==> src/design/orcv_pkg.sv <==
package orcv_pkg;

    // command from controller to datapath
    typedef struct packed {
        logic load_ramp;    // first item: load scale/offset directly
        logic win_rd;       // latch the new window bit, reload pulse on onset
        logic pos_red;      // one compare/subtract step of the position reduction
        logic win_upd;      // update count, store bit, advance position
        logic leak_upd;     // leaky level multiply, saturate, store
        logic mix_a;        // (1-m)*count
        logic mix_b;        // m*leaky, sum, saturate
        logic smooth_a;     // a*target
        logic smooth_b;     // (1-a)*smoothed, sum
        logic ramp_s;       // scale ramp
        logic ramp_o;       // offset ramp
        logic out_mul;      // smoothed*scale
        logic out_fin;      // clamp, invert, pulse, present result
    } dp_cmd_t;

    localparam logic [16:0] ONE_Q16   = 17'd65536;
    localparam logic [23:0] LEAKY_MAX = 24'hFFFFFF;
    localparam logic [27:0] LEVEL_MAX = 28'hFFFFFFF;

    localparam logic [2:0] REG_WIN_SIZE      = 3'd0;
    localparam logic [2:0] REG_LEAK_FACTOR   = 3'd1;
    localparam logic [2:0] REG_MIX_FRACTION  = 3'd2;
    localparam logic [2:0] REG_SMOOTH_ALPHA  = 3'd3;
    localparam logic [2:0] REG_SCALE_SET     = 3'd4;
    localparam logic [2:0] REG_OFFSET_SET    = 3'd5;
    localparam logic [2:0] REG_INVERT_OUTPUT = 3'd6;
    localparam logic [2:0] REG_PULSE_LENGTH  = 3'd7;

endpackage

==> src/design/orcv_ctrl.sv <==
module orcv_ctrl (
    input  logic               clk,
    input  logic               rst_n,
    input  logic               in_valid,
    input  logic               in_action,
    output logic               in_ready,
    output logic               clear_busy,
    input  logic               clear_done,
    input  logic               res_free,
    input  logic               pos_ok,
    output orcv_pkg::dp_cmd_t  cmd
);

    localparam logic [3:0] S_CLEAR  = 4'd0;
    localparam logic [3:0] S_IDLE   = 4'd1;
    localparam logic [3:0] S_H_RD   = 4'd2;
    localparam logic [3:0] S_H_UPD  = 4'd3;
    localparam logic [3:0] S_H_MIXA = 4'd5;
    localparam logic [3:0] S_H_MIXB = 4'd6;
    localparam logic [3:0] S_T_SMA  = 4'd7;
    localparam logic [3:0] S_T_SMB  = 4'd8;
    localparam logic [3:0] S_T_RS   = 4'd9;
    localparam logic [3:0] S_T_RO   = 4'd10;
    localparam logic [3:0] S_T_MUL  = 4'd11;
    localparam logic [3:0] S_T_FIN  = 4'd12;
    localparam logic [3:0] S_H_LUPD = 4'd13;

    logic [3:0] state_reg, state_next;
    logic       loaded_reg, loaded_next;
    logic       take;

    // accept only when idle
    assign in_ready   = (state_reg == S_IDLE);
    assign take       = in_valid && in_ready;
    assign clear_busy = (state_reg == S_CLEAR);

    always_comb
    begin
        state_next  = state_reg;
        loaded_next = loaded_reg;
        cmd         = '0;
        unique case (state_reg)
            S_CLEAR:
            begin
                if (clear_done)
                begin
                    state_next = S_IDLE;
                end
            end
            S_IDLE:
            begin
                if (take)
                begin
                    cmd.load_ramp = !loaded_reg;
                    loaded_next   = 1'b1;
                    cmd.win_rd    = in_action;
                    if (in_action)
                        state_next = pos_ok ? S_H_UPD : S_H_RD;
                    else
                        state_next = S_T_SMA;
                end
            end
            // reduce the position into the window, then read the cell
            S_H_RD:
            begin
                if (pos_ok)
                    state_next = S_H_UPD;
                else
                    cmd.pos_red = 1'b1;
            end
            S_H_UPD:
            begin
                cmd.win_upd = 1'b1;
                state_next  = S_H_LUPD;
            end
            S_H_LUPD:
            begin
                cmd.leak_upd = 1'b1;
                state_next   = S_H_MIXA;
            end
            S_H_MIXA:
            begin
                cmd.mix_a  = 1'b1;
                state_next = S_H_MIXB;
            end
            S_H_MIXB:
            begin
                cmd.mix_b  = 1'b1;
                state_next = S_IDLE;
            end
            S_T_SMA:
            begin
                cmd.smooth_a = 1'b1;
                state_next   = S_T_SMB;
            end
            S_T_SMB:
            begin
                cmd.smooth_b = 1'b1;
                state_next   = S_T_RS;
            end
            S_T_RS:
            begin
                cmd.ramp_s = 1'b1;
                state_next = S_T_RO;
            end
            S_T_RO:
            begin
                cmd.ramp_o = 1'b1;
                state_next = S_T_MUL;
            end
            S_T_MUL:
            begin
                cmd.out_mul = 1'b1;
                state_next  = S_T_FIN;
            end
            // hold until the output register can take the word
            S_T_FIN:
            begin
                if (res_free)
                begin
                    cmd.out_fin = 1'b1;
                    state_next  = S_IDLE;
                end
            end
            default: state_next = S_IDLE;
        endcase
    end

    always_ff @(posedge clk or negedge rst_n)
    begin
        if (!rst_n)
        begin
            state_reg  <= S_CLEAR;
            loaded_reg <= 1'b0;
        end
        else
        begin
            state_reg  <= state_next;
            loaded_reg <= loaded_next;
        end
    end

endmodule

==> config.mk <==
export PLATFORM = sky130hd
export DESIGN_NAME = orcv_ctrl
export DESIGN_NICKNAME = d
export VERILOG_FILES = /design/src/design/orcv_pkg.sv /design/src/design/orcv_ctrl.sv
export SDC_FILE = /design/constraint.sdc
export NUM_CORES = 1
export LEC_CHECK = 0
export BUFFER_PORTS_ARGS = -buffer_cell sky130_fd_sc_hd__buf_4
export CORE_AREA = 2 2 39 41
export DETAILED_ROUTE_END_ITERATION = 12
export DIE_AREA = 0 0 41 43
export PLACE_DENSITY_LB_ADDON = 0.12
export SYNTH_ARGS = -nofsm -noshare
export SYNTH_HDL_FRONTEND = slang
export SYNTH_SLANG_ARGS = --single-unit
==> constraint.sdc <==
create_clock -name clk -period 2.87 [get_ports clk]
set_input_delay 0.4305 -clock clk [delete_from_list [all_inputs] [get_ports clk]]
set_output_delay 0.4305 -clock clk [all_outputs]
set_load 0.01 [all_outputs]
==> impl_metrics.tcl <==
set metrics [dict create \
    status "finished clean" \
    htreeDepth 1 \
    start_util_pct 28.5 \
    required_ps 2440 \
    dpl_cell_area_um2 543 \
    clock_power_share_pct 15.2 \
    drc_errors 0 \
    hold_slack_ps 482 \
    ff2ff_setup_slack_ps 1390 \
    min_path_cells 1 \
    ys_ff_latch 5 \
    maxCapViolCount 0 \
    grtUsageTotal_pct 13.5 \
    rsz0062_at_grt "false" \
    syn_area_per_cell_um2 7.44 \
    antenna_found_initial 0 \
    diodes 0 \
    tns_ps 0 \
    mostFrequentLayoutCell "buf_4" \
    end_kind "output pin" \
    row_count 14 \
    synth_top_cell_by_area "dfrtp_1" \
    pwr_density_cell_mw_per_mm2 930 \
    critPathMaxFanout 13 \
    fin_nets 82 \
    syn_nets 60 \
    final-max-slew-violation-count 0 \
    hold_violations 0 \
    async_reset_ff_share_pct 100 \
    switching_share_pct 44.6 \
    dr.pass1.iters 4 \
    seq_area_um2 125 \
    finClkSkew_ps 3.91 \
    synthToLayoutAreaGrowth_pct 47.0 \
    syn_inst 53 \
    dieArea_mm2 0.00176 \
    ys.flop_type "dfrtp_1" \
    synth_edf_count 0 \
    critPathKind "flop to output pin" \
    grt_overflow 0 \
    wl_um 986 \
    first_global_vias 403 \
    seq_area_frac_synth_pct 31.7 \
    irDropWorstVdd_mv 0.341 \
    seqPwrFrac_pct 31.5 \
    power_leakage_uw 0.000270 \
    synthTopCellsByArea "dfrtp_1, nor2_1, nand2b_1" \
    setup_viol_count_final 0 \
    clkLatencyLatePin_ps 240 \
    finalInstanceArea_um2 579 \
    routed_via_density 4.80 \
    start_kind "flop" \
    p_comb_share_pct 53.2 \
    grt_pass1_wl_um 1620 \
    internal_power_uw 298 \
    syn_area_um2 394 \
    p_sw_uw 240 \
    drive_gt1_share_pct 32.4 \
    ant_nets 0 \
    period_needed_ps 2100 \
    yosys_warnings 0 \
    cts.sinks 5 \
    path_clk_slew_ps 40 \
    grt_max_degree 14 \
    netlist.area_leader.share_pct 31.7 \
    drt_iter0_markers 7 \
    gp_congestion 0.747 \
    crit_arrival_ps 1670 \
    die_w_um 41 \
    ios 22 \
    synth.distinct_cells 24 \
    maxSlewHeadroom_pct 76.8 \
    period_share_pct 73.3 \
    cts_tree "done" \
    cts-buffers-inserted 3 \
    dpl.hpwl_um 785 \
    root_buffer "clkbuf_4" \
    utilization_pct 41.9 \
    final_cell_mix "buf_4, nor2_1, nand2b_1, dfrtp_1" \
    cts_setup_buffers 0 \
    p_total_uw 539 \
    wl_per_cell_um 11.0 \
    fmax_mhz 475 \
    num_vias 432 \
    multi_input_area_um2 236 \
    r2r_cells 3 \
    hold_path.class "flop to flop" \
    worstMarginPinSlew_ps 348 \
    cts_buffer_depth 2 \
    numPortBuffers 21 \
    core_mm2 0.00138 \
    chipHeight_um 43 \
    largest_reg_flops 4 \
    fillerInstances 158 \
]
power by group through the flow:
stage          Sequential [uW]  Combinational (uW)  Clock, uW
5_1_grt                    178                 317       92.5
2_1_floorplan              112                 256          0
3_5_place_dp               169                 288          0
4_1_cts                    168                 291       84.6
6_report                   170                 287       82.1
3_3_place_gp               171                 292          0
synth_stat cells, drive strengths merged (2+ instances only):
| cell | number |
|---|---|
| buf | 3 |
| nor2 | 13 |
| nand2b | 5 |
| nor3 | 3 |
| nand2 | 3 |
| clkbuf | 2 |
| o21ai | 3 |
| nor4b | 2 |
| dfrtp | 5 |
final cells by class:
| cell class | count | area share, % |
|---|---|---|
| inverters | 1 | 0.648 |
| flip-flops and latches | 5 | 21.6 |
| well taps | 16 | 3.46 |
| multi-input cells | 42 | 40.8 |
| repair buffers | 22 | 28.9 |
| clock buffers | 4 | 4.54 |
path summary, 6_finish.rpt:
check / from / to
min: loaded_reg$_DFFE_PN0P_ / loaded_reg$_DFFE_PN0P_
min in group asynchronous: rst_n / loaded_reg$_DFFE_PN0P_
max in group asynchronous: rst_n / state_reg[1]$_DFFE_PN0P_
max: state_reg[1]$_DFFE_PN0P_ / cmd[12]
min reg2reg: loaded_reg$_DFFE_PN0P_ / loaded_reg$_DFFE_PN0P_
max reg2reg: state_reg[1]$_DFFE_PN0P_ / state_reg[0]$_DFFE_PN0P_
what timing repair did:
item / CTS / global route
hold buffers: 1 / 0
resized for setup: 0 / 0
setup endpoints to repair: 0 / 0
endpoints found under the hold margin: 5 / 0
routing by layer:
layer	track usage [%]	vias to the layer above	routed length [um]
met5	0	-	0
met4	6.00	0	8
met3	6.28	3	43
met2	17.8	9	458
met1	18.2	192	475
li1	-	228	-
cells by family (layout without fill, tap and decap cells):
kind of cell	Yosys count	after routing	synth area share, %
flops	5	5	31.7
buf+inv	6	27	8.25
simple gates	32	32	42.5
compound gates	10	10	17.5
metrics by stage:
stage	cells	setup WS (ps)
floorplan	53	1120
global placement	85	1050
detailed placement	85	1020
CTS	90	760
global route	90	657
finish	90	766
worst max-delay path: stages (launching register included):
cell and delay [ps]:
dfrtp_1 490, nand2b_1 310, or3_1 410, nor2_1 100, buf_4 120
No activity file was read; power rests on OpenSTA's default activity.
